<file path="config.mk">
export PLATFORM = sky130hd
export DESIGN_NAME = clkoff_ram
export DESIGN_NICKNAME = d
export VERILOG_FILES = /design/src/rtl/core/clock_offset_window_max_estimator_top_defines.svh /design/src/rtl/core/clkoff_ram.sv
export SDC_FILE = /design/constraint.sdc
export NUM_CORES = 2
export LEC_CHECK = 0
export BUFFER_PORTS_ARGS = -buffer_cell sky130_fd_sc_hd__buf_4
export CORE_MARGIN = 5
export CORE_UTILIZATION = 35
export DETAILED_ROUTE_END_ITERATION = 12
export GPL_TIMING_DRIVEN = 1
export HOLD_SLACK_MARGIN = 0.03
export REMOVE_ABC_BUFFERS = 1
export SKIP_LAST_GASP = 1
export SLEW_MARGIN = 0
export SYNTH_ARGS = -nofsm -noshare
export SYNTH_HDL_FRONTEND = slang
export SYNTH_SLANG_ARGS = --single-unit
</file>
<file path="constraint.sdc">
create_clock -name clk -period 19.1 [get_ports clk]
set_input_delay 0 -clock clk [delete_from_list [all_inputs] [get_ports clk]]
set_output_delay 0 -clock clk [all_outputs]
set_load 0.01 [all_outputs]
</file>
<file path="src/rtl/core/clock_offset_window_max_estimator_top_defines.svh">
// Assertion macros shared by the clock offset estimator RTL.
`ifndef CLOCK_OFFSET_WINDOW_MAX_ESTIMATOR_TOP_DEFINES_SVH
`define CLOCK_OFFSET_WINDOW_MAX_ESTIMATOR_TOP_DEFINES_SVH

// Check a consequence in the same cycle as its cause; expects clk and rst in scope.
`define CLKOFF_ASSERT_SAME(label, ante, cons, msg) \
  label: assert property (@(posedge clk) disable iff (rst) (ante) |-> (cons)) \
    else $error(msg);

// Check a consequence in the cycle after its cause; expects clk and rst in scope.
`define CLKOFF_ASSERT_NEXT(label, ante, cons, msg) \
  label: assert property (@(posedge clk) disable iff (rst) (ante) |=> (cons)) \
    else $error(msg);

`endif

</file>
<file path="src/rtl/core/clkoff_ram.sv">
// Generic single-write, single-read RAM with registered read data.
module clkoff_ram #(
  parameter int WIDTH = 120,
  parameter int DEPTH = 32
) (
  input  logic                     clk,
  input  logic                     we,
  input  logic [$clog2(DEPTH)-1:0] waddr,
  input  logic [WIDTH-1:0]         wdata,
  input  logic [$clog2(DEPTH)-1:0] raddr,
  output logic [WIDTH-1:0]         rdata
);

  logic [WIDTH-1:0] mem [DEPTH];

  // Write port and registered read port
  always_ff @(posedge clk) begin
    if (we) begin
      mem[waddr] <= wdata;
    end
    rdata <= mem[raddr];
  end

endmodule

</file>
==> metrics.md <==
| Metric | Value |
|---|---|
| Site Rows | `238` |
| CTS tree | `done` |
| Setup TNS Final | `0 ps` |
| Max Clock Freq | `~190 MHz` |
| Worst slew pin tran | `1270 ps` |
| Synth unique cells | `28` |
| Total power draw | `roughly 18 mW` |
| CP bufs+invs | `7` |
| Cells after synthesis | `~7000` |
| H-tree depth | `5` |
| Clk sink count | `approximately 4000` |
| Ports | `between 200 and 300` |
| Max-cap violations | `0` |
| Antenna violations before repair | `52` |
| I/O Buffers | `about 250` |
| Vias | `about 74000` |
| Clk_skew | `about 34 ps` |
| Final hold violation count | `0` |
| Post-synth top area share | `slightly below 80%` |
| Critical path's largest stage delay | `880 ps` |
| Fillers | `36600` |
| CP max-delay cell | `buf_4` |
| Max layer used | `met5` |
| Biggest area consumer among synthesized cells | `edfxtp_1` |
| First-pass GRT wire length | `roughly 570000 um` |
| Total gr overflow | `0` |
| Synth Warn # | `0` |
| Setup bufs post-CTS | `0` |
| Peak supply drop | `just under 0.07 mV` |
| Worst skew pair latency | `between 800 and 900 ps` |
| Final setup vio count | `0` |
| Ys async rst share | `0%` |
| Worst relative slew slack | `15.0%` |
| Worst-path clk slew | `about 70 ps` |
| Final HPWL DP | `just over 200000 um` |
| Die area | `between 400000 and 500000 um^2` |
| GPL Wtd Cong | `approximately 0.73` |
| Status | `complete, no violations` |
| Count of non-filler cells in the finished layout | `between 10000 and 15000` |
| # DRC | `0` |
| Clock Tree Root | `clkbuf_16` |
| M1 WL | `~160000 um` |
| Total CTS buffers | `roughly 380` |
| Initial Util | `35.2%` |
| Area of the multi-input gates | `about 29000 um^2` |
| Drt first pass iters | `5` |
| Crit path capture type | `flip-flop` |
| DRT antenna net count | `0` |
| Storage element area | `between 100000 and 150000 um^2` |
| Post-synthesis sequential area ratio | `between 70% and 80%` |
| Cell Area, Synth | `between 100000 and 150000 um^2` |
| Top FF cell, synth | `edfxtp_1` |
| Routed length on met3 | `approximately 26000 um` |
| Die H | `approximately 660 um` |
| Seq cells post-synth | `slightly below 4000` |
| Core area | `roughly 420000 um^2` |
| Crit path required time | `around 20000 ps` |
| WL met2 | `between 200000 and 250000 um` |
| Critical Path AT | `approximately 6000 ps` |
| CP Cell Sequence | `dlygate4sd3_1 -> buf_12 -> buf_4 -> buf_4 -> buf_4 -> buf_4 -> buf_4 -> mux4_2 -> a22o_1 -> a31oi_1 -> nand3_1` |
| Nets@finish | `7647` |
| Placed cell areas | `about 160000 um^2` |
| Tot GR Track Use | `around 18%` |
| Final period utilization | `roughly 28%` |
| Final instance area | `171000 um^2` |
| Max Slew Vio Count | `0` |
| Most frequent cells in the layout | `edfxtp_1, mux2i_1, a22oi_1` |
| Layout cell share with drive strength beyond 1 | `between 10% and 20%` |
| Pwr Density | `about 110 nW/um^2` |
| Max FO, Critical Path | `50` |
| Post-synth EDFFs | `3840` |
| Final min period | `~5300 ps` |
| DRT Wirelength | `409000 um` |
| Critical Path Source Type | `input pin` |
| Vias in the first global route | `between 70000 and 80000` |
| Initial drt markers | `between 8000 and 9000` |
| Die width | `~660 um` |
| Final Core Density | `just over 40%` |
| Static Leak | `roughly 55 nW` |
| Mapped Avg Cell Area | `21.2 um^2` |
| Clock Path Buffers | `4` |
| CP most frequent cell | `buf_4` |
| Vias/cell | `5.48` |
| Setup CP Type | `in -> reg` |
| Area grow syn2layout | `15.2%` |
| Synth top area cells | `edfxtp_1, mux4_2, mux2i_1` |
| Largest net degree at the start of global routing | `131` |
| Commonest non-fill, non-tap cell in the layout | `edfxtp_1` |
| Wire length per cell | `between 30 and 40 um` |
| Worst Hold Class | `in -> reg` |
| # placed instances | `about 13000` |
| Unrepaired setup endpoints after global routing | `no` |
| Worst path top cell family by delay | `buffers and inverters` |
[cell families (layout without fill, tap and decap cells)]
| kind of cell | after synthesis | in the layout | share of synthesized area (%) |
|---|---|---|---|
| DFF | 3960 | 3960 | 79.5 |
| muxes | 1440 | 1440 | 13.8 |
| AOI/OAI and AO/OA | 786 | 786 | 3.98 |
| buffers and inverters | 401 | 1250 | 1.38 |
| and+or+nand+nor | 387 | 387 | 1.37 |
| other | 0 | 18 | 0 |
[worst reg2reg max path, stage by stage (launching register included)]
cell,delay (ps)
edfxtp_1,380
mux4_2,480
a22oi_1,230
nand4_1,380
[metrics by stage]
stage / worst slack [ps] / hold WS, ps
after floorplan: 12920 / 98.9
after global placement: 13430 / 397
after detailed placement: 13440 / 394
after CTS: 13730 / 31.0
after global routing: 13300 / 73.0
final: 13840 / 86.2
[synth_stat cells, types with 44 or more instances]
master    instances
mux2i_1         960
buf_2           166
mux4_2          480
nand4_1          54
nand3_1         242
buf_4            44
dfxtp_1         120
a22oi_1         654
a31oi_1          66
a22o_1           66
clkbuf_1        151
edfxtp_1       3840
[what timing repair did]
item,CTS,global route
hold endpoints to repair,3942,0
gates resized for setup,0,0
hold buffers,140,0
[final timing paths]
path                          from                   end  slack (ps)  cells past startpoint
max                       raddr[0]     rdata[88]$_DFF_P_       13840                     11
min                      wdata[84]  mem[7][84]$_DFFE_PP_          90                      2
max reg2reg    mem[9][8]$_DFFE_PP_      rdata[8]$_DFF_P_       17350                      3
min reg2reg  mem[25][11]$_DFFE_PP_     rdata[11]$_DFF_P_         680                      4
[routing by layer]
layer	vias to the layer above	track usage [%]
li1	30300	-
met1	40100	23.8
met2	2886	31.7
met3	634	2.69
met4	28	5.05
met5	-	0
[power by group]
| part | switching [mW] | total (mW) | internal, mW | leakage, nW |
|---|---|---|---|---|
| registers | 0.0652 | 9.72 | 9.66 | 35.6 |
| clock network | 3.14 | 7.39 | 4.25 | 5.97 |
| logic | 0.563 | 0.889 | 0.327 | 13.7 |
[state kept, by name (all words and copies together) (netlist names)]
signal	cells
rdata	120
mem	3840
[cell type report]
cell class              count  area share, %
clock buffers             504           6.09
clock inverters           181           1.03
multi-input cells        2613           16.8
repair buffers            565           2.86
flip-flops and latches   3960           69.0
diodes                     18         0.0264
well taps                5640           4.14
No activity file was read; power rests on OpenSTA's default activity.
