File: src/rtl/core/clock_offset_window_max_estimator_top_defines.svh
// Assertion macros shared by the clock offset estimator RTL.
`ifndef CLOCK_OFFSET_WINDOW_MAX_ESTIMATOR_TOP_DEFINES_SVH
`define CLOCK_OFFSET_WINDOW_MAX_ESTIMATOR_TOP_DEFINES_SVH

// Check a consequence in the same cycle as its cause; expects clk and rst in scope.
`define CLKOFF_ASSERT_SAME(label, ante, cons, msg) \
  label: assert property (@(posedge clk) disable iff (rst) (ante) |-> (cons)) \
    else $error(msg);

// Check a consequence in the cycle after its cause; expects clk and rst in scope.
`define CLKOFF_ASSERT_NEXT(label, ante, cons, msg) \
  label: assert property (@(posedge clk) disable iff (rst) (ante) |=> (cons)) \
    else $error(msg);

`endif

File: src/rtl/core/clkoff_pkg.sv
// Shared widths, register codes and beat types of the clock offset estimator.
package clkoff_pkg;

  // Field widths
  localparam int NOW_W    = 63;
  localparam int TICK_W   = 40;
  localparam int RATE_W   = 48;
  localparam int WINDOW_W = 40;
  localparam int DELAY_W  = 32;
  localparam int Q16_W    = 57;
  localparam int LOCAL_W  = 56;
  localparam int FRAC_Q   = 16;
  localparam int PROD_W   = NOW_W + RATE_W;

  // Register port
  localparam int APB_DATA_W  = 64;
  localparam int APB_ADDR_W  = 5;
  localparam int REG_IDX_LSB = 3;
  localparam int REG_IDX_W   = 2;

  localparam logic [REG_IDX_W-1:0] REG_TICK_RATE   = 2'd0;
  localparam logic [REG_IDX_W-1:0] REG_WINDOW_NS   = 2'd1;
  localparam logic [REG_IDX_W-1:0] REG_DELAY_TICKS = 2'd2;

  localparam logic [WINDOW_W-1:0] WINDOW_RESET = 40'd2000000000;

  localparam logic signed [Q16_W-1:0] Q16_MAX = {1'b0, {(Q16_W-1){1'b1}}};
  localparam logic signed [Q16_W-1:0] Q16_MIN = {1'b1, {(Q16_W-1){1'b0}}};

  typedef struct packed {
    logic [NOW_W-1:0]  now_ns;
    logic              has_server_tick;
    logic [TICK_W-1:0] server_tick;
    logic              clear_history;
  } item_t;

  typedef struct packed {
    logic signed [Q16_W-1:0] perceived_tick;
    logic                    estimate_valid;
  } result_t;

  typedef struct packed {
    logic [NOW_W-1:0]        stamp;
    logic signed [Q16_W-1:0] offset;
  } entry_t;

  typedef struct packed {
    logic [RATE_W-1:0]   tick_rate;
    logic [WINDOW_W-1:0] window_ns;
    logic [DELAY_W-1:0]  delay_ticks;
  } cfg_regs_t;

endpackage

File: src/rtl/core/clkoff_mul.sv
// Serial 63x48 multiplier giving local ticks as saturated unsigned Q.16.
module clkoff_mul import clkoff_pkg::*; #(
  parameter int RATE_FRAC_BITS = 48
) (
  input  logic               clk,
  input  logic               rst,
  input  logic               start,
  input  logic [NOW_W-1:0]   now_ns,
  input  logic [RATE_W-1:0]  tick_rate,
  output logic               done,
  output logic [LOCAL_W-1:0] local_ticks
);

  localparam int HALF_W   = 32;
  localparam int SHIFT    = RATE_FRAC_BITS - FRAC_Q;
  localparam int TOP_LSB  = SHIFT + LOCAL_W;
  localparam int PP_COUNT = 4;
  localparam int STEP_W   = 3;

  logic                busy;
  logic [STEP_W-1:0]   step;
  logic                prod_vld;
  logic [1:0]          prod_idx;
  logic [NOW_W-1:0]    a_q;
  logic [RATE_W-1:0]   b_q;
  logic [HALF_W-1:0]   op_a;
  logic [HALF_W-1:0]   op_b;
  logic [2*HALF_W-1:0] prod;
  logic [PROD_W-1:0]   addend;
  logic [PROD_W-1:0]   acc;
  logic                over;

  // Pick the halves for this partial product: bit 1 selects now_ns, bit 0 the rate
  assign op_a = step[1] ? HALF_W'(a_q[NOW_W-1:HALF_W]) : a_q[HALF_W-1:0];
  assign op_b = step[0] ? HALF_W'(b_q[RATE_W-1:HALF_W]) : b_q[HALF_W-1:0];

  // Align the registered partial product to its weight
  always_comb begin
    case (prod_idx)
      2'd0:    addend = PROD_W'(prod);
      2'd1:    addend = PROD_W'(prod) << HALF_W;
      2'd2:    addend = PROD_W'(prod) << HALF_W;
      default: addend = PROD_W'(prod) << (2 * HALF_W);
    endcase
  end

  // Multiply one partial product a cycle, accumulate it the cycle after
  always_ff @(posedge clk) begin
    if (rst) begin
      busy     <= 1'b0;
      done     <= 1'b0;
      prod_vld <= 1'b0;
      step     <= '0;
    end else begin
      done <= 1'b0;
      if (start) begin
        busy     <= 1'b1;
        step     <= '0;
        prod_vld <= 1'b0;
        a_q      <= now_ns;
        b_q      <= tick_rate;
        acc      <= '0;
      end else if (busy) begin
        if (prod_vld) begin
          acc <= acc + addend;
        end
        if (step != STEP_W'(PP_COUNT)) begin
          prod     <= op_a * op_b;
          prod_idx <= step[1:0];
          prod_vld <= 1'b1;
          step     <= step + STEP_W'(1);
        end else begin
          prod_vld <= 1'b0;
          busy     <= 1'b0;
          done     <= 1'b1;
        end
      end
    end
  end

  // Truncate to Q.16 and saturate to the largest local tick count
  assign over        = |acc[PROD_W-1:TOP_LSB];
  assign local_ticks = over ? '1 : acc[TOP_LSB-1:SHIFT];

endmodule

File: config.mk
export PLATFORM = sky130hd
export DESIGN_NAME = clkoff_mul
export DESIGN_NICKNAME = d
export VERILOG_FILES = /design/src/rtl/core/clock_offset_window_max_estimator_top_defines.svh /design/src/rtl/core/clkoff_pkg.sv /design/src/rtl/core/clkoff_mul.sv
export SDC_FILE = /design/constraint.sdc
export NUM_CORES = 2
export LEC_CHECK = 0
export ABC_AREA = 1
export BUFFER_PORTS_ARGS = -buffer_cell sky130_fd_sc_hd__buf_2
export CAP_MARGIN = 20
export CELL_PAD_IN_SITES_DETAIL_PLACEMENT = 0
export CELL_PAD_IN_SITES_GLOBAL_PLACEMENT = 1
export CORE_ASPECT_RATIO = 1.5
export CORE_MARGIN = 3
export CORE_UTILIZATION = 49
export DETAILED_ROUTE_END_ITERATION = 10
export HOLD_SLACK_MARGIN = 0.03
export PLACE_DENSITY_LB_ADDON = 0.1
export SYNTH_ARGS = -nofsm -noshare
export SYNTH_HDL_FRONTEND = slang
export SYNTH_SLANG_ARGS = --single-unit
File: constraint.sdc
create_clock -name clk -period 7.9 [get_ports clk]
set_clock_uncertainty 0.15 [all_clocks]
set_input_delay 0 -clock clk [delete_from_list [all_inputs] [get_ports clk]]
set_output_delay 0 -clock clk [all_outputs]
set_load 0.05 [all_outputs]
==> reports/summary.txt <==
CRITICAL PATH
--------------------------------------------------------------------------------------
Cell with the biggest individual delay on the critical path               sky130_fd_sc_hd__fa_1
Path length in cells of the critical path                                           29
Critical path arrival                                                          8070 ps
Setup CP Type                                                             flip-flop to flip-flop
Launch instance of the worst register-to-register path                         step[0]
R2R setup slack                                                                  70 ps
Required time of the critical path                                             8130 ps
Kind of launch point of the worst setup path                                 flip-flop
Worst setup path endpoint                                                     prod[55]
Worst path buffer plus inverter count                                               10
Critical path fanouts, max                                                          23
Crit path largest cell delay                                                    590 ps
Endpoint type of the worst setup path                                        flip-flop
Worst R2R End                                                                 prod[55]
Number of cells traversed by the worst register-to-register path                    29
Most prevalent standard cell on the critical path                         sky130_fd_sc_hd__fa_1
Critical Path Source                                                           step[0]
Cell family with the largest share of critical-path delay                  adder cells

DRT
--------------------------------------------------------------------------------------
Router iterations before antenna repair                                              6
Wire per inst                                                             25.4 microns
Total via count in the routed design                                             52992
DRC violation total after the first TritonRoute iteration                         4265
Remaining antenna violation count                                                    0
Vias per inst                                                                     5.45
Detailed Route WL                                                               247 mm
Number of design rule violations left after detail routing                           0

FLOORPLANNING
--------------------------------------------------------------------------------------
Number of rows in the core area                                                    151
Die area                                                                  119000 sq um
Chip Width                                                                 282 microns
Core footprint                                                            113000 sq um
Initial core utilization                                                         0.496
Io pins                                                                            171
Overall die height                                                         421 microns

SYNTH
--------------------------------------------------------------------------------------
Largest cells by area after synthesis                                     sky130_fd_sc_hd__fa_1 (32%), sky130_fd_sc_hd__edfxtp_1 (15%), sky130_fd_sc_hd__nand2_1 (13%)
Number of distinct library cells after synthesis                                    45
Total nets after synthesis                                                        8982
Syn. warnings                                                                        0
Number of synthesized register bits                                                294
Sequential area share after synthesis                                            0.156
Post-synth EDFFs                                                                   288
Synthesized netlist cell count                                                    7594
Cell taking the most area after synthesis                                 sky130_fd_sc_hd__fa_1
Fraction of registers with async set or reset after synthesis                        0
Total standard cell area after synthesis                                   56200 sq um
Predominant post-synthesis flop cell                                      sky130_fd_sc_hd__edfxtp_1
Portion of synthesized cell area occupied by the leading cell type               0.320
Synthesized area per cell                                                   7.40 sq um

STA
--------------------------------------------------------------------------------------
Tightest slew margin relative to the limit                                       0.312
Count of pins over their slew limit                                                  0
Timing-limited maximum frequency                                               128 MHz
WHS                                                                            89.1 ps
Unrepaired setup endpoints after global routing                                    yes
Min cycle time layout                                                          7830 ps
Final count of hold timing violations                                                0
Share of the clock period used by the worst path                                 0.992
Final setup violation count                                                          0
Transition time at the pin with the least slew margin                          1030 ps

GRT
--------------------------------------------------------------------------------------
Global Route Usage Sum                                                           0.413
Maximum number of pins on one net before global-route repair                       112
Global-route wire length before repair                                          350 mm
Total gr overflow                                                                    0
Via count of the first global-routing pass                                       55297
Initial antenna violation count                                                     11

CLOCKING
--------------------------------------------------------------------------------------
Level count of the clock H-tree                                                      2
Clock Latency Late Sink                                                         620 ps
Cell chosen for the clock root                                            sky130_fd_sc_hd__clkbuf_16
Clock slew at the register clock pins of the worst setup and hold paths          70 ps
CTS buffer count                                                                    37
Maximum root-to-sink buffer count                                                    3
CTS sink count                                                                     294
TritonCTS clock tree                                                             built

CELLS AND AREA
--------------------------------------------------------------------------------------
Area Growth Syn to Fin                                                           17.1%
Share of cells above drive strength 1                                            0.112
Non-Filler Instances                                                              9730
Layout net count                                                                  9633

PLACE
--------------------------------------------------------------------------------------
Final HPWL DP                                                                   201 mm
Number of port buffers                                                             170
Gpl congestion                                                                    1.04
Cell total after placement                                                        9397

WORST HOLD PATH
--------------------------------------------------------------------------------------
Min-Delay Path Class                                                      input port to flip-flop

OUTCOME
--------------------------------------------------------------------------------------
Status                                                                    complete, no violations

JOB
--------------------------------------------------------------------------------------
Maxcap violations                                                                    0

area by class of cell:
| class | count | area (sq um) |
|---|---|---|
| diodes | 5 | 12.5 |
| clock buffers | 42 | 955 |
| clock inverters | 24 | 304 |
| fillers | 10718 | 47500 |
| inverters | 1909 | 7220 |
| multi-input cells | 5194 | 39800 |
| flip-flops and latches | 294 | 8770 |
| well taps | 1453 | 1820 |
| repair buffers | 809 | 6960 |
synth_stat cells (5+ instances only):
| master | instances |
|---|---|
| sky130_fd_sc_hd__buf_1 | 11 |
| sky130_fd_sc_hd__dfxtp_1 | 6 |
| sky130_fd_sc_hd__o21ai_0 | 128 |
| sky130_fd_sc_hd__fa_1 | 897 |
| sky130_fd_sc_hd__a21boi_0 | 9 |
| sky130_fd_sc_hd__o21a_1 | 10 |
| sky130_fd_sc_hd__edfxtp_1 | 288 |
| sky130_fd_sc_hd__inv_2 | 29 |
| sky130_fd_sc_hd__clkbuf_1 | 68 |
| sky130_fd_sc_hd__nor2_2 | 40 |
| sky130_fd_sc_hd__clkinv_1 | 14 |
| sky130_fd_sc_hd__nor2_1 | 1028 |
| sky130_fd_sc_hd__o21ai_2 | 26 |
| sky130_fd_sc_hd__nand3_1 | 131 |
| sky130_fd_sc_hd__ha_1 | 377 |
| sky130_fd_sc_hd__inv_1 | 1866 |
| sky130_fd_sc_hd__a21o_1 | 14 |
| sky130_fd_sc_hd__xor2_1 | 37 |
| sky130_fd_sc_hd__buf_4 | 7 |
| sky130_fd_sc_hd__nand3_2 | 16 |
| sky130_fd_sc_hd__o21bai_1 | 15 |
| sky130_fd_sc_hd__or2_2 | 49 |
| sky130_fd_sc_hd__nand2_1 | 1983 |
| sky130_fd_sc_hd__xnor2_1 | 9 |
| sky130_fd_sc_hd__a21oi_1 | 248 |
| sky130_fd_sc_hd__nand4_1 | 9 |
| sky130_fd_sc_hd__nand2_2 | 10 |
| sky130_fd_sc_hd__a31oi_1 | 10 |
| sky130_fd_sc_hd__buf_2 | 111 |
| sky130_fd_sc_hd__nor4_1 | 12 |
| sky130_fd_sc_hd__and2_1 | 11 |
| sky130_fd_sc_hd__o22ai_1 | 64 |
| sky130_fd_sc_hd__nor3_1 | 28 |
| sky130_fd_sc_hd__nor3_2 | 10 |
| sky130_fd_sc_hd__o21ai_1 | 5 |
per-layer routing:
metal,vias up,part of all wire,global-route usage
li1,23681,-,-
met1,25339,0.31,0.401
met2,2790,0.48,0.719
met3,1176,0.072,0.0763
met4,6,0.13,0.420
met5,-,0.00017,0
layout by cell type (no fill, tap or decap), types with 36 or more instances in the layout:
cell                            Yosys  layout
sky130_fd_sc_hd__nand2_1         1983    1978
sky130_fd_sc_hd__inv_1           1866    1855
sky130_fd_sc_hd__nor2_1          1028    1006
sky130_fd_sc_hd__fa_1             897     891
sky130_fd_sc_hd__ha_1             377     370
sky130_fd_sc_hd__buf_4              7     339
sky130_fd_sc_hd__edfxtp_1         288     288
sky130_fd_sc_hd__a21oi_1          248     239
sky130_fd_sc_hd__dlygate4sd3_1      0     224
sky130_fd_sc_hd__buf_2            111     170
sky130_fd_sc_hd__nand3_1          131     130
sky130_fd_sc_hd__o21ai_0          128     102
sky130_fd_sc_hd__o22ai_1           64      64
sky130_fd_sc_hd__nor2_2            40      59
sky130_fd_sc_hd__buf_12             0      50
sky130_fd_sc_hd__or2_2             49      48
sky130_fd_sc_hd__clkbuf_16          0      39
sky130_fd_sc_hd__xor2_1            37      37
sky130_fd_sc_hd__o21ai_2           26      36
worst min path at each step:
| stage | startpoint | to | depth (start not counted) |
|---|---|---|---|
| after global placement | tick_rate[27] | b_q[27] | 1 |
| after detailed placement | tick_rate[46] | b_q[46] | 1 |
| after floorplan | rst | busy | 1 |
| final | rst | busy | 3 |
| after global routing | rst | busy | 3 |
| after CTS | rst | busy | 3 |
tightest hold or removal path, cell delays in order:
cell and delay, ps:
sky130_fd_sc_hd__dlygate4sd3_1 520, sky130_fd_sc_hd__buf_2 220, sky130_fd_sc_hd__a21oi_1 60
what timing repair did:
action	4_1_cts	5_1_grt
setup endpoints to repair	5	38
hold buffers	224	0
hold endpoints to repair	162	0
cloned	0	2
resized for setup	6	124
setup buffers	4	30
pin swaps	0	16
registers in the layout, summed over array words and instances, names as in the netlist:
signal	count
prod_idx	2
b_q	48
busy	1
a_q	63
step	3
done	1
prod	64
prod_vld	1
acc	111
kinds of logic (layout without fill, tap and decap cells):
group,count (synthesis),count (layout),share of synthesized area
simple gates,3338,3338,0.236
buf+inv,2106,2784,0.144
fa+ha+maj,1274,1274,0.404
compound gates,536,536,0.0536
flops,294,294,0.156
xor+xnor,46,46,0.00717
other cells,0,5,0
metrics by stage:
stage / area, sq um / setup TNS, ps / worst slack, ps / util
floorplan: 56200 / 0 / 673 / -
global placement: 61500 / -76.3 / -41.8 / 0.542
detailed placement: 61500 / -176 / -67.6 / 0.542
CTS: 65000 / 0 / 24.1 / 0.574
global route: 65800 / -688 / -91.7 / 0.581
finish: 65800 / 0 / 66.6 / 0.581
Power is not shown: default switching activity piles up to over one toggle a cycle in this logic, so the estimate is an artifact.
