**src/rtl/core/clock_offset_window_max_estimator_top_defines.svh**
```systemverilog
// Assertion macros shared by the clock offset estimator RTL.
`ifndef CLOCK_OFFSET_WINDOW_MAX_ESTIMATOR_TOP_DEFINES_SVH
`define CLOCK_OFFSET_WINDOW_MAX_ESTIMATOR_TOP_DEFINES_SVH

// Check a consequence in the same cycle as its cause; expects clk and rst in scope.
`define CLKOFF_ASSERT_SAME(label, ante, cons, msg) \
  label: assert property (@(posedge clk) disable iff (rst) (ante) |-> (cons)) \
    else $error(msg);

// Check a consequence in the cycle after its cause; expects clk and rst in scope.
`define CLKOFF_ASSERT_NEXT(label, ante, cons, msg) \
  label: assert property (@(posedge clk) disable iff (rst) (ante) |=> (cons)) \
    else $error(msg);

`endif

```
**src/rtl/core/clkoff_pkg.sv**
```systemverilog
// Shared widths, register codes and beat types of the clock offset estimator.
package clkoff_pkg;

  // Field widths
  localparam int NOW_W    = 63;
  localparam int TICK_W   = 40;
  localparam int RATE_W   = 48;
  localparam int WINDOW_W = 40;
  localparam int DELAY_W  = 32;
  localparam int Q16_W    = 57;
  localparam int LOCAL_W  = 56;
  localparam int FRAC_Q   = 16;
  localparam int PROD_W   = NOW_W + RATE_W;

  // Register port
  localparam int APB_DATA_W  = 64;
  localparam int APB_ADDR_W  = 5;
  localparam int REG_IDX_LSB = 3;
  localparam int REG_IDX_W   = 2;

  localparam logic [REG_IDX_W-1:0] REG_TICK_RATE   = 2'd0;
  localparam logic [REG_IDX_W-1:0] REG_WINDOW_NS   = 2'd1;
  localparam logic [REG_IDX_W-1:0] REG_DELAY_TICKS = 2'd2;

  localparam logic [WINDOW_W-1:0] WINDOW_RESET = 40'd2000000000;

  localparam logic signed [Q16_W-1:0] Q16_MAX = {1'b0, {(Q16_W-1){1'b1}}};
  localparam logic signed [Q16_W-1:0] Q16_MIN = {1'b1, {(Q16_W-1){1'b0}}};

  typedef struct packed {
    logic [NOW_W-1:0]  now_ns;
    logic              has_server_tick;
    logic [TICK_W-1:0] server_tick;
    logic              clear_history;
  } item_t;

  typedef struct packed {
    logic signed [Q16_W-1:0] perceived_tick;
    logic                    estimate_valid;
  } result_t;

  typedef struct packed {
    logic [NOW_W-1:0]        stamp;
    logic signed [Q16_W-1:0] offset;
  } entry_t;

  typedef struct packed {
    logic [RATE_W-1:0]   tick_rate;
    logic [WINDOW_W-1:0] window_ns;
    logic [DELAY_W-1:0]  delay_ticks;
  } cfg_regs_t;

endpackage

```
**src/rtl/core/clkoff_regs.sv**
```systemverilog
// APB-style register file holding tick rate, window and delay.
module clkoff_regs import clkoff_pkg::*; (
  input  logic                  clk,
  input  logic                  rst,
  input  logic                  psel,
  input  logic                  penable,
  input  logic                  pwrite,
  input  logic [APB_ADDR_W-1:0] paddr,
  input  logic [APB_DATA_W-1:0] pwdata,
  output logic [APB_DATA_W-1:0] prdata,
  output logic                  pready,
  output cfg_regs_t             cfg
);

  logic [REG_IDX_W-1:0] reg_idx;
  logic                 wr_en;

  assign pready  = 1'b1;
  assign reg_idx = paddr[REG_IDX_LSB +: REG_IDX_W];
  assign wr_en   = psel & penable & pwrite & pready;

  // Write on the access phase; drop writes outside the register list
  always_ff @(posedge clk) begin
    if (rst) begin
      cfg.tick_rate   <= '0;
      cfg.window_ns   <= WINDOW_RESET;
      cfg.delay_ticks <= '0;
    end else if (wr_en) begin
      case (reg_idx)
        REG_TICK_RATE:   cfg.tick_rate   <= pwdata[RATE_W-1:0];
        REG_WINDOW_NS:   cfg.window_ns   <= pwdata[WINDOW_W-1:0];
        REG_DELAY_TICKS: cfg.delay_ticks <= pwdata[DELAY_W-1:0];
        default: ;
      endcase
    end
  end

  // Read back
  always_comb begin
    case (reg_idx)
      REG_TICK_RATE:   prdata = APB_DATA_W'(cfg.tick_rate);
      REG_WINDOW_NS:   prdata = APB_DATA_W'(cfg.window_ns);
      REG_DELAY_TICKS: prdata = APB_DATA_W'(cfg.delay_ticks);
      default:         prdata = '0;
    endcase
  end

endmodule

```
**config.mk**
```make
export PLATFORM = sky130hd
export DESIGN_NAME = clkoff_regs
export DESIGN_NICKNAME = d
export VERILOG_FILES = /design/src/rtl/core/clock_offset_window_max_estimator_top_defines.svh /design/src/rtl/core/clkoff_pkg.sv /design/src/rtl/core/clkoff_regs.sv
export SDC_FILE = /design/constraint.sdc
export NUM_CORES = 1
export LEC_CHECK = 0
export BUFFER_PORTS_ARGS = -buffer_cell sky130_fd_sc_hd__clkbuf_2
export CORE_MARGIN = 5
export CORE_UTILIZATION = 31
export DETAILED_ROUTE_END_ITERATION = 16
export PLACE_DENSITY = 0.61
export SLEW_MARGIN = 40
export SYNTH_ARGS = -nofsm -noshare
export SYNTH_HDL_FRONTEND = slang
export SYNTH_SLANG_ARGS = --single-unit
```
**constraint.sdc**
```tcl
create_clock -name clk -period 2.26 [get_ports clk]
set_input_delay 0.678 -clock clk [delete_from_list [all_inputs] [get_ports clk]]
set_output_delay 0.678 -clock clk [all_outputs]
set_load 0.05 [all_outputs]
```
==> results of run 1 <==
-- stage by stage --
step                util [%]  cells  hold WS, ns
floorplan                  -    633        0.703
global placement        41.9   1074        0.469
detailed placement      41.9   1074        0.478
CTS                     47.5   1113        0.474
global route            48.1   1112        0.488
finish                  48.1   1112        0.480
-- kinds of logic after synthesis --
logic type      count (synthesis)  synth area share, %
simple gates                  230                 21.7
compound gates                 48                 4.34
buf+inv                        66                 8.33
flops                         120                 40.1
mux                           152                 25.4
other cells                     2                0.125
-- timing repair --
item	CTS	global route
endpoints found under the setup margin	41	35
cloned	3	0
pin swaps	0	2
hold buffers	0	0
resized for setup	83	51
buffers inserted	4	1
-- worst max-delay path, cell delays in order --
cell	delay, ns
buf_12	0.10
nor2b_4	0.18
buf_12	0.13
buf_12	0.13
nand2_1	0.09
o21ai_4	0.08
buf_12	0.15
-- routing by layer --
metal  vias to the layer above  wire, um
li1                       2486         -
met1                      2386      8040
met2                       163      8510
met3                        21      1110
met4                         2       278
met5                         -         7
-- power breakdown --
group          internal (mW)  total, mW  switching [mW]
combinational          0.310      0.809           0.499
sequential              2.14       2.17          0.0274
clock                   1.76       2.75           0.998
-- cells in the final DEF (no fill, tap or decap), types with 5 or more instances in the layout --
master,n
a21oi_1,8
and2_2,8
buf_12,30
buf_4,20
buf_6,5
buf_8,12
clkbuf_16,17
clkbuf_2,179
clkbuf_8,5
clkinvlp_4,5
conb_1,17
dfxtp_1,120
mux2i_1,125
mux2i_2,18
mux2i_4,9
nand2_1,17
nand2_2,16
nand2b_1,139
nand3_1,8
nor2_1,26
nor2_4,9
o21ai_2,7
o21ai_4,24
o31ai_1,8
-- final cells by class --
cell class,count,area [um^2],share of cell area (%)
clock buffers,20,447,4.91
flip-flops and latches,120,2400,26.4
well taps,260,325,3.58
clock inverters,12,151,1.67
repair buffers,253,2020,22.2
multi-input cells,447,3750,41.2
-- worst max-delay path by stage --
stage / from / to / slack, ns
after floorplan: paddr[4] / prdata[18] / -0.24
after global placement: paddr[3] / prdata[10] / -0.18
after detailed placement: paddr[3] / prdata[10] / -0.20
after CTS: paddr[3] / prdata[37] / -0.009
after global routing: paddr[4] / prdata[31] / -0.01
final: paddr[4] / prdata[10] / 0.03
==> run metrics, run 1 <==
CP endpoint kind=primary output; Root Buffer=clkbuf_16; DPL Wire Length=12500 um; die area=22200 um^2; Die Y=149 um; CTS max path bufs=2; CP Data Required Time=1.58 ns; unrepaired setup endpoints after global routing=yes; Biggest register=cfg; Slew Limit Fails=0; Reg2Reg Depth=2; area leader, netlist=dfxtp_1; # diodes=0; Area Growth Syn to Fin=51.8%; Most Used Layer, Global Route=met2; CTS tree=yes; Max Clk Rate=448 MHz; pwr/cell area=631 nW/um^2; top cells by count, synth=mux2i_1, nand2b_1, dfxtp_1; clock sinks=120; Top FF cell, synth=dfxtp_1; CP Class=in2out; drt wl/cell=16.1 um; antenna violations before repair=1; first-pass GRT wire length=28300 um; Post-Synthesis Cells=618; vias in the first global route=5083; Final Cell Area=9090 um^2; fraction of registers with async set or reset after synthesis=0%; Setup WS post-layout=0.0301 ns; worst-path maximum fanout=11; critical register-to-register path startpoint=cfg[68]; Worst Hold Endpoint=cfg[116]; count leader, synth=mux2i_1; syn avg cell area=9.69 um^2; gr usage total=16.2%; synth top area cells=dfxtp_1, mux2i_1, nand2b_1; number of synthesized flops with an enable pin=0; crit path DAT=1.55 ns; max reg flops=120; post-synthesis instance area=5990 um^2; total CTS buffers=17; Largest regs=cfg: 120 flops; RR Endpoint=cfg[68]; number of fillers in the final layout=1758; final critical-path required period=2.23 ns; post-synthesis sequential area ratio=40.1%; status=finished, final reports clean; fin crit share=98.7%; Place WS=-0.202 ns; CTS H-tree depth=4; top cell type's share of synthesized area=40.1%; final net count=913; met1 Track Usage GR=20.8%; post-DR vias/cell=4.55; DRT Pass-1 Iters=4; Setup TNS Final=0 ns; FP Rows=50; DR vias=5058; VDD IR max=499 uV; Hold Startpoint=cfg[116]; Congestion Overflow GR=0; HP Class=reg2reg; core outline area=18900 um^2; Critical Path Source Type=primary input; hold path depth=2; clock slew at reported path FFs=0.05 ns; IO buf count=222; share of layout cells above drive strength 1=44.5%; Lkg Pwr=4.01 nW; Fin. Hold Viols=0; largest net degree at the start of global routing=122; Final setup viols=0; Max Cap Viol=0; Yosys reg bits=120; routability cong.=0.723; total power=5.74 mW; WL final=18000 um; Netlist cell types=25; Clock Skews=0 ns; Die Width=149 um; DRT antenna net count=0; met3 Use GR=4.80%; DRC=0; clk_lat worst skew=0.41 ns; Initial Util=31.7%; met2 usage=26.1%; reg2reg setup slack=1.54 ns; Initial DRC Count=170; placed cell area=7920 um^2; io pins=259; synth warn=0
Power figures use the tool's default switching activity.
==> run 2: changes to the inputs <==
==> constraint.sdc (replaced) <==
create_clock -name clk -period 2.26 [get_ports clk]
set_input_delay 0.678 -clock clk [delete_from_list [all_inputs] [get_ports clk]]
set_output_delay 0.678 -clock clk [all_outputs]
set_load 0.01 [all_outputs]
==> run metrics, run 2 (synthesis gave the netlist of run 1 again) <==
clock sinks=120 (unchanged); Die Width=149 um (unchanged); drt wl/cell=15.1 um (-6.2%); cell chain of the critical path=buf_2, nor2b_4, buf_12, nand2_1, o21ai_0, buf_2; WL final=16800 um (-6.6%); reg2reg setup slack=1.60 ns (+0.06 ns); CTS tree=yes; Max Clk Rate=454 MHz (+1.3%); FP Rows=50 (unchanged); max reg flops=120 (unchanged); worst-path maximum fanout=17 (+6); VDD IR max=461 uV (-7.6%); Die Y=149 um (unchanged); Reg power frac=41.9% (+4.0 points); final critical-path required period=2.20 ns (-0.0280 ns); final cell count without fillers=1107 (-0.45%); most frequent CP cell=buf_2; vias in the first global route=4761 (-6.3%); largest net degree at the start of global routing=81 (-34%); slowest stage delay, CP=0.21 ns (+0.03 ns); Setup WS post-layout=0.0580 ns (+0.0280 ns); CTS max path bufs=2 (unchanged); total CTS buffers=17 (unchanged); Final setup viols=0 (unchanged); Initial Util=31.7% (unchanged); clk_lat worst skew=0.40 ns (about the same); share of layout cells above drive strength 1=33.8% (-11 points); critical path's slowest cell=nor2b_4; Sw Share=25.1% (-1.5 points); CP Data Required Time=1.58 ns (about the same); Sequential cell area=2400 um^2 (unchanged); Congestion Overflow GR=0 (unchanged); routability cong.=0.726 (+0.35%); Multi-input gate area=3160 um^2 (-16%); # diodes=0 (unchanged); commonest non-fill, non-tap cell in the layout=clkbuf_2; final net count=909 (-0.44%); post-DR vias/cell=4.39 (-3.6%); pwr/cell area=652 nW/um^2 (+3.3%); first-pass GRT wire length=26200 um (-7.5%); most frequent cells in the layout=clkbuf_2, mux2i_1, nand2b_1; antenna violations before repair=0 (-1); Slew Limit Fails=0 (unchanged); Critical Path Source Type=primary input; Final Util=42.0% (-6.2 points); DRC=0 (unchanged); gr usage total=14.7% (-1.5 points); DR vias=4855 (-4.0%); Max Cap Viol=0 (unchanged); unrepaired setup endpoints after global routing=no; IO buf count=222 (unchanged); Logic pwr share=9.1% (-5.0 points); Cell Int Power=3.87 mW (-8.0%); CP endpoint kind=primary output; number of fillers in the final layout=1910 (+8.6%); Lkg Pwr=3.79 nW (-5.5%); die area=22200 um^2 (unchanged); Hold Buf Count CTS=0 (unchanged); DRT Pass-1 Iters=4 (unchanged); core outline area=18900 um^2 (unchanged); Clock Skews=0 ns (unchanged); Switch Pwr=1.30 mW (-15%); Area Growth Syn to Fin=32.4%; Biggest register=cfg; crit path DAT=1.52 ns (-0.03 ns); io pins=259 (unchanged); DRT antenna net count=0 (unchanged); DPL Wire Length=12000 um (-3.8%); Place WS=0.00243 ns (+0.204 ns); CP Class=in2out; fin crit share=97.4% (-1.2 points); HP Class=reg2reg; Root Buffer=clkbuf_16; clock slew at reported path FFs=0.05 ns (about the same); status=finished, final reports clean; CTS H-tree depth=4 (unchanged); clock share of power=49.0% (+1.0 points); Initial DRC Count=125 (-26%); Fin. Hold Viols=0 (unchanged); Setup TNS Final=0 ns (unchanged); DP Cell Count=1074 (unchanged); Largest regs=cfg: 120 flops
==> run 2: changes by cell type in the layout (fill, tap and decap cells not counted), sizes merged <==
cell    change
buf        -32
bufinv      -2
clkbuf     +25
clkinv      +1
inv         +3
==> run 2: through the flow <==
step / hold slack (ns) / area [um^2] / power [mW]
floorplan: 0.501 / 6050 / 2.51
global route: 0.497 / 7930 / 5.40
finish: 0.485 / 7930 / 5.17
global placement: 0.468 / 7340 / 2.68
CTS: 0.480 / 7890 / 5.24
detailed placement: 0.475 / 7340 / 2.68
==> run 2: timing repair <==
item / CTS / global route
setup buffers: 0 / 1
endpoints found under the setup margin: 0 / 21
gates resized for setup: 0 / 16
==> run 2: path summary, 6_finish.rpt <==
kind	startpoint	to	cells past startpoint
setup / recovery	paddr[4]	prdata[6]	6
hold / removal	cfg[114]	cfg[114]	2
setup reg to reg	cfg[10]	cfg[10]	2
hold reg to reg	cfg[114]	cfg[114]	2
==> run 2: power by group through the flow <==
stage / clock network, mW / logic [mW] / registers [mW]
after floorplan: 0 / 0.293 / 2.22
final: 2.53 / 0.471 / 2.17
after CTS: 2.61 / 0.469 / 2.17
after global routing: 2.71 / 0.514 / 2.17
after detailed placement: 0 / 0.468 / 2.21
after global placement: 0 / 0.464 / 2.21
==> run 2: area by class of cell <==
| type | instances | area share (%) |
|---|---|---|
| clock inverters | 14 | 1.59 |
| repair buffers | 249 | 18.8 |
| clock buffers | 17 | 5.37 |
| well taps | 260 | 4.10 |
| multi-input cells | 447 | 39.8 |
| flip-flops and latches | 120 | 30.3 |
==> run 2: per-layer routing <==
layer	track usage (%)	vias up	part of all wire [%]
met5	0	-	0
met4	4.71	0	1.4
met3	4.31	17	6.4
met2	22.9	147	46
met1	19.6	2230	47
li1	-	2461	-
==> run 2: worst max-delay path, delay by kind of cell <==
kind	cells	cell delay, ns
and+or+nand+nor	2	0.27
AOI/OAI and AO/OA	1	0.10
buffers and inverters	3	0.47
==> run 3: changes to the inputs <==
==> constraint.sdc (replaced) <==
create_clock -name clk -period 2.26 [get_ports clk]
set_input_delay 0 -clock clk [delete_from_list [all_inputs] [get_ports clk]]
set_output_delay 0 -clock clk [all_outputs]
set_load 0.01 [all_outputs]
==> run metrics, run 3 (synthesis gave the netlist of run 1 again) <==
status=finished, final reports clean; DRT antenna net count=0 (unchanged); final critical-path required period=1.55 ns (-0.650 ns); Die Y=149 um (unchanged); Lkg Pwr=3.91 nW (+3.2%); gr usage total=15.3% (+0.64 points); crit path from=paddr[3]; clock sinks=120 (unchanged); Reg2Reg Depth=2 (unchanged); Largest regs=cfg: 120 flops; placed cell area=7110 um^2 (-3.2%); slew margin rel.=54.5%; CTS tree=yes; Area Growth Syn to Fin=37.4%; Slew Limit Fails=0 (unchanged); VDD IR max=469 uV (+1.6%); Slew @ Worst Pin=0.682 ns; slowest stage delay, CP=0.53 ns (+0.32 ns); crit path DAT=1.55 ns (+0.03 ns); hold path depth=3 (+1); reg2reg setup slack=1.58 ns (-0.02 ns); CP Class=in2out; fin crit share=68.7% (-29 points); commonest non-fill, non-tap cell in the layout=clkbuf_2; Clock Skews=0 ns (unchanged); DRC=0 (unchanged); clk_lat worst skew=0.40 ns (about the same); CTS H-tree depth=4 (unchanged); IO buf count=222 (unchanged); CP endpoint kind=primary output; antenna violations before repair=0 (unchanged); CP endpoint=prdata[12]; io pins=259 (unchanged); max reg flops=120 (unchanged); Max Clk Rate=644 MHz (+42%); DR vias=5054 (+4.1%); Initial Util=31.7% (unchanged); FP Rows=50 (unchanged); pwr/cell area=687 nW/um^2 (+5.3%); Final Util=43.6% (+1.6 points); worst-path maximum fanout=37 (+20); Biggest register=cfg; Root Buffer=clkbuf_16; cell chain of the critical path=buf_4, buf_4, mux2i_1, o21ai_0, clkbuf_2; RR Endpoint=cfg[113]; total CTS buffers=17 (unchanged); Multi-input gate area=3160 um^2 (unchanged); critical register-to-register path startpoint=cfg[113]; most frequent CP cell=buf_4; HP Class=in2reg; first-pass GRT wire length=27400 um (+4.9%); largest net degree at the start of global routing=94 (+16%); share of layout cells above drive strength 1=30.8% (-3.0 points); CTS max path bufs=2 (unchanged); CP Data Required Time=2.26 ns (+0.68 ns); Setup TNS Final=0 ns (unchanged); drt wl/cell=15.0 um (-1.1%); die area=22200 um^2 (unchanged); number of fillers in the final layout=1867 (-2.3%); most frequent cells in the layout=clkbuf_2, mux2i_1, nand2b_1; unrepaired setup endpoints after global routing=no; # diodes=0 (unchanged); critical path's slowest cell=buf_4; DPL Wire Length=11700 um (-2.9%); DRT Pass-1 Iters=4 (unchanged); Setup WS post-layout=0.708 ns (+0.650 ns); Place WS=0.661 ns (+0.658 ns); Final setup viols=0 (unchanged); Initial DRC Count=180 (+44%); post-DR vias/cell=4.43 (+1.1%); Final Cell Area=8230 um^2 (+3.9%); clock slew at reported path FFs=0.06 ns (about the same); final net count=942 (+3.6%); Max Cap Viol=0 (unchanged); WL final=17100 um (+1.9%); Fin. Hold Viols=0 (unchanged); Congestion Overflow GR=0 (unchanged); routability cong.=0.722 (-0.56%); Sequential cell area=2400 um^2 (unchanged); Die Width=149 um (unchanged); Critical Path Source Type=primary input; core outline area=18900 um^2 (unchanged); vias in the first global route=5069 (+6.5%)
-- run 3: cell types whose count changed in the layout (fill, tap and decap cells not counted), sizes merged --
cell	before	now
dlygate4sd3	0	48
clkinvlp	5	2
clkbuf	228	237
bufinv	1	5
buf	38	14
inv	3	2
-- run 3: worst min-delay path by stage --
stage | end | slack (ns) | startpoint
after detailed placement | cfg[116] | 0.25 | pwdata[44]
after global placement | cfg[116] | 0.24 | pwdata[44]
after floorplan | cfg[112] | 0.15 | pwdata[40]
after CTS | cfg[47] | 0.05 | rst
final | cfg[47] | 0.06 | rst
after global routing | cfg[42] | 0.10 | rst
-- run 3: metrics by stage --
stage               power (mW)  hold slack, ns  instances
CTS                       5.74          0.0457       1140
global placement          2.64           0.240       1061
floorplan                 2.51           0.148        633
global route              5.90           0.100       1140
detailed placement        2.64           0.245       1061
finish                    5.65          0.0570       1140
-- run 3: routing by layer --
metal  vias to the layer above  GRT usage [%]  routed length (um)
met2                       160           24.6                7850
li1                       2534              -                   -
met4                         0           5.72                 358
met1                      2332           20.0                7940
met5                         -              0                   0
met3                        28           3.80                 939
-- run 3: layout make-up --
| class | instances | area share [%] |
|---|---|---|
| multi-input cells | 447 | 38.4 |
| flip-flops and latches | 120 | 29.2 |
| repair buffers | 282 | 20.6 |
| clock buffers | 17 | 5.17 |
| well taps | 260 | 3.95 |
| clock inverters | 14 | 2.70 |
-- run 3: worst max-delay path, delay by kind of cell --
| family | cells | cell delay, ns |
|---|---|---|
| buffers and inverters | 3 | 1.17 |
| multiplexers | 1 | 0.12 |
| AO/OA/AOI/OAI | 1 | 0.23 |
-- run 3: repair_timing --
item / CTS / global route
hold endpoints to repair: 120 / 0
hold buffers: 48 / 0
buffers inserted: 0 / 0
gates resized for setup: 0 / 0
-- run 3: report_power, final --
part	switching (mW)	internal, mW	leakage (nW)	total [mW]
Combinational	0.259	0.234	2.63	0.493
Sequential	0.0230	2.14	0.969	2.17
Clock	1.03	1.96	0.310	2.99
Total	1.31	4.34	3.91	5.65
